## config.mk

```make
export PLATFORM = sky130hd
export DESIGN_NAME = stop_and_wait_sender_unit
export DESIGN_NICKNAME = d
export VERILOG_FILES = /design/src/hw/rtl/sws_pkg.sv /design/src/hw/rtl/sws_front.sv /design/src/hw/rtl/sws_queue.sv /design/src/hw/rtl/sws_back.sv /design/src/hw/rtl/stop_and_wait_sender_unit.sv
export SDC_FILE = /design/constraint.sdc
export NUM_CORES = 1
export LEC_CHECK = 0
export ABC_AREA = 1
export BUFFER_PORTS_ARGS = -buffer_cell sky130_fd_sc_hd__buf_2
export CAP_MARGIN = 40
export CORE_MARGIN = 2
export CORE_UTILIZATION = 40
export DETAILED_ROUTE_END_ITERATION = 12
export SYNTH_ARGS = -nofsm -noshare
export SYNTH_HDL_FRONTEND = slang
export SYNTH_SLANG_ARGS = --single-unit
```

## constraint.sdc

```tcl
create_clock -name clock -period 2.7 [get_ports clock]
set_input_delay 0.54 -clock clock [delete_from_list [all_inputs] [get_ports clock]]
set_output_delay 0.54 -clock clock [all_outputs]
set_load 0.005 [all_outputs]
```

## src/hw/rtl/sws_pkg.sv

```systemverilog
package sws_pkg;

   // Request function codes
   localparam logic [1:0] FUNC_NEW  = 2'd0;
   localparam logic [1:0] FUNC_POLL = 2'd1;
   localparam logic [1:0] FUNC_TICK = 2'd2;

   // Command opcodes passed from the front to the back
   localparam logic [1:0] OP_NEW  = 2'd0;
   localparam logic [1:0] OP_POLL = 2'd1;
   localparam logic [1:0] OP_TICK = 2'd2;
   localparam logic [1:0] OP_NOP  = 2'd3;

   // Outcome codes
   localparam logic [1:0] OUTCOME_NONE   = 2'd0;
   localparam logic [1:0] OUTCOME_ACKED  = 2'd1;
   localparam logic [1:0] OUTCOME_GAVEUP = 2'd2;

   // Configuration register indexes
   localparam logic [1:0] CSR_NODE_ADDRESS = 2'd0;
   localparam logic [1:0] CSR_TIMEOUT_MS   = 2'd1;
   localparam logic [1:0] CSR_RESEND_LIMIT = 2'd2;

   localparam logic [7:0]  NODE_ADDRESS_RESET = 8'd0;
   localparam logic [15:0] TIMEOUT_MS_RESET   = 16'd5000;
   localparam logic [7:0]  RESEND_LIMIT_RESET = 8'd3;

   localparam logic [7:0]  ACK_TYPE     = 8'h02;
   localparam logic [7:0]  SEQ_LAST     = 8'd254;
   localparam logic [7:0]  RESEND_MAX   = 8'hFF;
   localparam logic [15:0] ELAPSED_MAX  = 16'hFFFF;

   localparam int QUEUE_DEPTH = 2;

   typedef struct packed {
      logic [1:0] op;
      logic       ack_match;
      logic [7:0] frame_seq;
   } cmd_type;

endpackage

```

## src/hw/rtl/sws_front.sv

```systemverilog
module sws_front (
   input  logic             req_valid,
   output logic             req_ready,
   input  logic [1:0]       req_func,
   input  logic             req_frame_valid,
   input  logic [7:0]       req_frame_receiver,
   input  logic [7:0]       req_frame_type,
   input  logic [7:0]       req_frame_sequence,
   input  logic [7:0]       node_address,
   output logic             push_valid,
   input  logic             push_ready,
   output sws_pkg::cmd_type push_data
);

   sws_pkg::cmd_type cmd;

   // Classify the request; the sequence compare waits for the back.
   always_comb begin
      cmd.ack_match = req_frame_valid && (req_frame_receiver == node_address)
                      && (req_frame_type == sws_pkg::ACK_TYPE);
      cmd.frame_seq = req_frame_sequence;
      unique case (req_func)
         sws_pkg::FUNC_NEW:  cmd.op = sws_pkg::OP_NEW;
         sws_pkg::FUNC_POLL: cmd.op = sws_pkg::OP_POLL;
         sws_pkg::FUNC_TICK: cmd.op = sws_pkg::OP_TICK;
         default:            cmd.op = sws_pkg::OP_NOP;
      endcase
   end

   assign push_valid = req_valid;
   assign req_ready  = push_ready;
   assign push_data  = cmd;

endmodule

```

## src/hw/rtl/sws_queue.sv

```systemverilog
module sws_queue #(
   parameter int DEPTH = sws_pkg::QUEUE_DEPTH
) (
   input  logic             clock,
   input  logic             reset,
   input  logic             push_valid,
   output logic             push_ready,
   input  sws_pkg::cmd_type push_data,
   output logic             pop_valid,
   input  logic             pop_ready,
   output sws_pkg::cmd_type pop_data
);

   localparam int PTR_W = (DEPTH > 1) ? $clog2(DEPTH) : 1;
   localparam int CNT_W = $clog2(DEPTH + 1);
   localparam logic [PTR_W-1:0] LAST_PTR = PTR_W'(DEPTH - 1);
   localparam logic [CNT_W-1:0] FULL_CNT = CNT_W'(DEPTH);

   sws_pkg::cmd_type entries_ff [DEPTH];
   logic [PTR_W-1:0] wr_ptr_ff, wr_ptr_in;
   logic [PTR_W-1:0] rd_ptr_ff, rd_ptr_in;
   logic [CNT_W-1:0] count_ff, count_in;
   logic             push, pop;

   assign push_ready = (count_ff != FULL_CNT);
   assign pop_valid  = (count_ff != '0);
   assign pop_data   = entries_ff[rd_ptr_ff];
   assign push       = push_valid && push_ready;
   assign pop        = pop_valid && pop_ready;

   always_comb begin
      wr_ptr_in = wr_ptr_ff;
      rd_ptr_in = rd_ptr_ff;
      count_in  = count_ff;
      if (push) begin
         wr_ptr_in = (wr_ptr_ff == LAST_PTR) ? '0 : wr_ptr_ff + PTR_W'(1);
      end
      if (pop) begin
         rd_ptr_in = (rd_ptr_ff == LAST_PTR) ? '0 : rd_ptr_ff + PTR_W'(1);
      end
      if (push && !pop) begin
         count_in = count_ff + CNT_W'(1);
      end else if (pop && !push) begin
         count_in = count_ff - CNT_W'(1);
      end
   end

   always_ff @(posedge clock) begin
      if (reset) begin
         wr_ptr_ff <= '0;
         rd_ptr_ff <= '0;
         count_ff  <= '0;
      end else begin
         wr_ptr_ff <= wr_ptr_in;
         rd_ptr_ff <= rd_ptr_in;
         count_ff  <= count_in;
      end
   end

   always_ff @(posedge clock) begin
      if (push) begin
         entries_ff[wr_ptr_ff] <= push_data;
      end
   end

endmodule

```

## src/hw/rtl/sws_back.sv

```systemverilog
module sws_back (
   input  logic             clock,
   input  logic             reset,
   input  logic             csr_valid,
   output logic             csr_ready,
   input  logic [1:0]       csr_index,
   input  logic [15:0]      csr_data,
   output logic [7:0]       node_address,
   input  logic             pop_valid,
   output logic             pop_ready,
   input  sws_pkg::cmd_type pop_data,
   output logic             rsp_valid,
   input  logic             rsp_ready,
   output logic             rsp_transmit,
   output logic [7:0]       rsp_sequence_res,
   output logic [1:0]       rsp_outcome,
   output logic [7:0]       rsp_resend_count
);

   logic [7:0]  node_address_ff;
   logic [15:0] timeout_ms_ff;
   logic [7:0]  resend_limit_ff;

   logic [7:0]  seq_ff, seq_in;
   logic        waiting_ff, waiting_in;
   logic [7:0]  resends_ff, resends_in;
   logic [15:0] elapsed_ff, elapsed_in;

   logic        rsp_valid_ff, rsp_valid_in;
   logic        transmit_ff, transmit_in;
   logic [7:0]  sequence_ff;
   logic [1:0]  outcome_ff, outcome_in;
   logic [7:0]  count_ff, count_in;

   logic        fire;

   assign csr_ready    = 1'b1;
   assign node_address = node_address_ff;

   always_ff @(posedge clock) begin
      if (reset) begin
         node_address_ff <= sws_pkg::NODE_ADDRESS_RESET;
         timeout_ms_ff   <= sws_pkg::TIMEOUT_MS_RESET;
         resend_limit_ff <= sws_pkg::RESEND_LIMIT_RESET;
      end else if (csr_valid) begin
         unique case (csr_index)
            sws_pkg::CSR_NODE_ADDRESS: node_address_ff <= csr_data[7:0];
            sws_pkg::CSR_TIMEOUT_MS:   timeout_ms_ff   <= csr_data;
            sws_pkg::CSR_RESEND_LIMIT: resend_limit_ff <= csr_data[7:0];
            default: ;
         endcase
      end
   end

   // Take a command whenever the result register is empty or draining.
   assign pop_ready    = !rsp_valid_ff || rsp_ready;
   assign fire         = pop_valid && pop_ready;
   assign rsp_valid_in = fire || (rsp_valid_ff && !rsp_ready);

   always_comb begin
      seq_in      = seq_ff;
      waiting_in  = waiting_ff;
      resends_in  = resends_ff;
      elapsed_in  = elapsed_ff;
      transmit_in = 1'b0;
      outcome_in  = sws_pkg::OUTCOME_NONE;
      count_in    = resends_ff;
      unique case (pop_data.op)
         sws_pkg::OP_NEW: begin
            seq_in      = (seq_ff == sws_pkg::SEQ_LAST) ? '0 : seq_ff + 8'd1;
            waiting_in  = 1'b1;
            elapsed_in  = '0;
            transmit_in = 1'b1;
         end
         sws_pkg::OP_TICK: begin
            if (elapsed_ff != sws_pkg::ELAPSED_MAX) begin
               elapsed_in = elapsed_ff + 16'd1;
            end
         end
         sws_pkg::OP_POLL: begin
            if (waiting_ff) begin
               if (resends_ff > resend_limit_ff) begin
                  outcome_in = sws_pkg::OUTCOME_GAVEUP;
                  resends_in = '0;
                  waiting_in = 1'b0;
               end else if (pop_data.ack_match && (pop_data.frame_seq == seq_ff)) begin
                  outcome_in = sws_pkg::OUTCOME_ACKED;
                  resends_in = '0;
                  waiting_in = 1'b0;
               end else if (elapsed_ff > timeout_ms_ff) begin
                  if (resends_ff != sws_pkg::RESEND_MAX) begin
                     resends_in = resends_ff + 8'd1;
                  end
                  elapsed_in  = '0;
                  transmit_in = 1'b1;
                  count_in    = resends_in;
               end
            end
         end
         default: ;
      endcase
   end

   always_ff @(posedge clock) begin
      if (reset) begin
         seq_ff       <= '0;
         waiting_ff   <= 1'b0;
         resends_ff   <= '0;
         elapsed_ff   <= '0;
         rsp_valid_ff <= 1'b0;
      end else begin
         rsp_valid_ff <= rsp_valid_in;
         if (fire) begin
            seq_ff     <= seq_in;
            waiting_ff <= waiting_in;
            resends_ff <= resends_in;
            elapsed_ff <= elapsed_in;
         end
      end
   end

   always_ff @(posedge clock) begin
      if (fire) begin
         transmit_ff <= transmit_in;
         sequence_ff <= seq_in;
         outcome_ff  <= outcome_in;
         count_ff    <= count_in;
      end
   end

   assign rsp_valid        = rsp_valid_ff;
   assign rsp_transmit     = transmit_ff;
   assign rsp_sequence_res = sequence_ff;
   assign rsp_outcome      = outcome_ff;
   assign rsp_resend_count = count_ff;

endmodule

```

## src/hw/rtl/stop_and_wait_sender_unit.sv

```systemverilog
// channel   dir  handshake            payload
// req       in   req_valid/req_ready  func, frame_valid, frame_receiver/type/sequence
// rsp       out  rsp_valid/rsp_ready  transmit, sequence_res, outcome, resend_count
// csr       in   csr_valid/csr_ready  csr_index (2 bit), csr_data (16 bit)
//
// One request per cycle sustained while rsp_ready stays high; an accepted request
// sits in the queue, moves into the response register when the back pops it and
// is presented from then on until rsp_ready takes it.
// The back updates state on each pop and pops one command per cycle unless stalled.
// Synchronous active-high reset clears the queue, the sequence state and the
// registers to their defaults. A stalled rsp_ready holds the response register
// and lets the queue fill; req_ready drops once the queue is full.
module stop_and_wait_sender_unit #(
   parameter int QUEUE_DEPTH = sws_pkg::QUEUE_DEPTH
) (
   input  logic       clock,
   input  logic       reset,
   // request channel
   input  logic       req_valid,
   output logic       req_ready,
   input  logic [1:0] req_func,
   input  logic       req_frame_valid,
   input  logic [7:0] req_frame_receiver,
   input  logic [7:0] req_frame_type,
   input  logic [7:0] req_frame_sequence,
   // response channel
   output logic       rsp_valid,
   input  logic       rsp_ready,
   output logic       rsp_transmit,
   output logic [7:0] rsp_sequence_res,
   output logic [1:0] rsp_outcome,
   output logic [7:0] rsp_resend_count,
   // configuration write channel
   input  logic       csr_valid,
   output logic       csr_ready,
   input  logic [1:0] csr_index,
   input  logic [15:0] csr_data
);

   logic             push_valid, push_ready;
   logic             pop_valid, pop_ready;
   sws_pkg::cmd_type push_data, pop_data;
   logic [7:0]       node_address;

   // Front: decode the function and pre-match the acknowledgement header.
   sws_front u_front (
      .req_valid          (req_valid),
      .req_ready          (req_ready),
      .req_func           (req_func),
      .req_frame_valid    (req_frame_valid),
      .req_frame_receiver (req_frame_receiver),
      .req_frame_type     (req_frame_type),
      .req_frame_sequence (req_frame_sequence),
      .node_address       (node_address),
      .push_valid         (push_valid),
      .push_ready         (push_ready),
      .push_data          (push_data)
   );

   // Queue: decouple request acceptance from response back-pressure.
   sws_queue #(
      .DEPTH (QUEUE_DEPTH)
   ) u_queue (
      .clock      (clock),
      .reset      (reset),
      .push_valid (push_valid),
      .push_ready (push_ready),
      .push_data  (push_data),
      .pop_valid  (pop_valid),
      .pop_ready  (pop_ready),
      .pop_data   (pop_data)
   );

   // Back: advance sequence, timer and resend state, register the response.
   sws_back u_back (
      .clock            (clock),
      .reset            (reset),
      .csr_valid        (csr_valid),
      .csr_ready        (csr_ready),
      .csr_index        (csr_index),
      .csr_data         (csr_data),
      .node_address     (node_address),
      .pop_valid        (pop_valid),
      .pop_ready        (pop_ready),
      .pop_data         (pop_data),
      .rsp_valid        (rsp_valid),
      .rsp_ready        (rsp_ready),
      .rsp_transmit     (rsp_transmit),
      .rsp_sequence_res (rsp_sequence_res),
      .rsp_outcome      (rsp_outcome),
      .rsp_resend_count (rsp_resend_count)
   );

endmodule

```

==> results.toml <==
[sta]
rsz0062_at_grt = "no"
fin_ws_ns = 0.2825
setup-tns-final_ns = 0
setup_viol = 0
period_share_pct = 89.54
worst_slew_pin_slew_ns = 0.5837
relSlewSlack_pct = 61.04
maxSlewViolCount = 0
fin_skew_ns = 0.009161
final_hold_viol_count = 0
timing.fmax_mhz = 413.7
fin_crit_ns = 2.417

[die]
num_io_pins = 72
fp.dieW_um = 126.0
die_y_um = 126.0
row_count = 44
initial_core_util_pct = 40.96
core_sq_um = 14530
dieArea_sq_um = 15870

[clocking]
root_buffer = "clkbuf_16"
postCtsSetupBuffers = 0
numCtsBuffers = 9
clock_path_buffers = 2
ctsHoldBuffers = 0
clkSlewWorstSetupHoldPaths_ns = 0.07
cts_tree = "done"
clock_latency_ns = 0.36
ctsResizeCount = 0
cts.sinks = 112
cts.htree.levels = 3

[cells_and_area]
nets = 900
diodes = 0
num-fill-cells = 1483
area_delta_synth_final_pct = 14.80
drive_above_1_share_pct = 15.01

[min_path]
min_path_type = "in -> reg"

[logic_synthesis]
synth_top_area_cell = "dfxtp_1"
synth_warnings = 0
netlist-cell-type-count = 43
synth_edf_count = 41
syn_area_sq_um = 5953
synthCells = 751
syn_nets = 830
synth_area_per_cell_sq_um = 7.927
synth.most_common_cell = "nand2_1"
ys_ff_latch = 112
synth_top_flop_cell = "dfxtp_1"
synthArstFlopShare_pct = 0
synth_common_cells = "150 x nand2_1, 99 x inv_1, 73 x a21oi_1"
synth_top_area_share_pct = 23.88
seq_area_frac_synth_pct = 44.56
yosys-top-cells-area = "dfxtp_1 24%, edfxtp_1 21%, nand2_1 9.5%, inv_1 6.2%, a21oi_1 6.1%"

[setup_path]
slowest_stage = "nor2_1"
required_ns = 2.80
cp_top_family = "simple AND/OR/NAND/NOR gates"
cpMostUsedCell = "nand2_1"
crit_buf_inv = 0
crit_arrival_ns = 2.51
end_kind = "flip-flop"
startpoint_type = "flip-flop"
path_cells = "ha_1, nand4_1, nor3_1, nand2_1, nand2_1, nand2_1, nor2_1, nand2_1, o211ai_1, o21ai_0"
slowest_delay_ns = 0.37
crit_fanout = 7
ff2ff_setup_slack_ns = 0.28
critPathKind = "reg -> reg"

[drt]
drt_iter0_drc = 306
wirelength_um = 13280
dr_total_vias = 5033
wl_per_cell_um = 13.15
drt_first_pass_iters = 5
ant_nets = 0
drc_errors = 0
avgViaCountPerCell = 4.983

[placed_design]
dp_hpwl_um = 10030
gp_congestion = 0.8680
place_ws_ns = 0.2957
portBuffers = 70

[global_route]
grt_start_max_net_pins = 34
grt_pass1_vias = 4637
grt_pass1_wl_um = 22680
grt_overflow = 0
grt_usage_pct = 17.65
antenna_found_initial = 0

[run_status]
status = "complete, no violations"

[job]
timing.max_cap.violations = 0

[power_and_ir_drop]
powerDensity_nw_per_um2 = 823.5
ir_worst_vdd_mv = 0.3949
leakage_nw = 2.909
layout make-up:
class                      instances  area (sq um)  area share (%)
clock inverter                     6         92.59           1.355
sequential                       112          2653           38.81
timing repair buffer              84         455.4           6.664
clock buffer                      10         239.0           3.497
inverter                         102         382.9           5.602
multi-input combinational        512          2781           40.70
tap                              184         230.2           3.369
registers in the layout, summed over array words and instances (netlist names), 8 cells and up, named ones only:
signal / flops
u_back.resends_ff: 8
u_back.rsp_resend_count: 8
u_back.resend_limit_ff: 8
u_queue.entries_ff: 22
u_back.rsp_sequence_res: 8
u_back.seq_ff: 8
u_back.timeout_ms_ff: 16
u_back.elapsed_ff: 16
u_back.node_address: 8
where the power goes:
| group | internal (mW) | switching, mW | leakage (nW) |
|---|---|---|---|
| registers | 2.14 | 0.188 | 0.974 |
| clock network | 0.842 | 0.626 | 0.155 |
| logic | 0.619 | 1.21 | 1.78 |
| total | 3.60 | 2.02 | 2.91 |
stage by stage:
step	hold WS (ns)	cell area (sq um)	utilization, %	instances	power (mW)
after floorplan	0.4257	5953	-	751	3.615
after global placement	0.4363	6502	44.74	994	4.188
after detailed placement	0.4497	6502	44.74	994	4.213
after CTS	0.3588	6834	47.02	1010	5.683
after global routing	0.3623	6834	47.02	1010	6.049
final	0.3677	6834	47.02	1010	5.628
routing by layer:
layer / share of wire, % / global-route usage [%] / up-vias
met5: 0 / 0 / -
met4: 1.5 / 5.559 / 0
met2: 48 / 28.75 / 87
li1: - / - / 2658
met3: 3.9 / 3.568 / 17
met1: 47 / 23.71 / 2271
worst paths after layout:
| kind | startpoint | end | depth (start not counted) |
|---|---|---|---|
| hold / removal | req_frame_sequence[3] | u_queue.entries_ff[0][3]$_DFFE_PP_ | 1 |
| setup / recovery | u_back.elapsed_ff[11]$_SDFFE_PP0P_ | u_back.rsp_resend_count[5]$_DFFE_PP_ | 10 |
| hold reg to reg | u_back.timeout_ms_ff[11]$_SDFFE_PP0P_ | u_back.timeout_ms_ff[11]$_SDFFE_PP0P_ | 2 |
| setup reg to reg | u_back.elapsed_ff[11]$_SDFFE_PP0P_ | u_back.rsp_resend_count[5]$_DFFE_PP_ | 10 |
cell families (layout without fill, tap and decap cells):
kind of cell / count (synthesis) / after routing / synth area share (%)
compound gates: 159 / 159 / 14.73
xor+xnor: 18 / 18 / 2.648
fa+ha+maj: 29 / 29 / 6.095
buf+inv: 127 / 202 / 8.722
flops: 112 / 112 / 44.56
other cells: 1 / 1 / 0.06299
simple gates: 305 / 305 / 23.18
cells in the final DEF, fill, tap and decap left out, drive strengths merged, types with 8 or more instances in the layout:
cell type,count
nand2,156
inv,102
buf,84
a21oi,73
dfxtp,71
o21ai,63
nor2,61
edfxtp,41
nand3,39
ha,29
nand4,21
nor3,19
xor2,14
clkbuf,10
o211ai,8
Note: power is estimated with default switching activity, not from simulation.
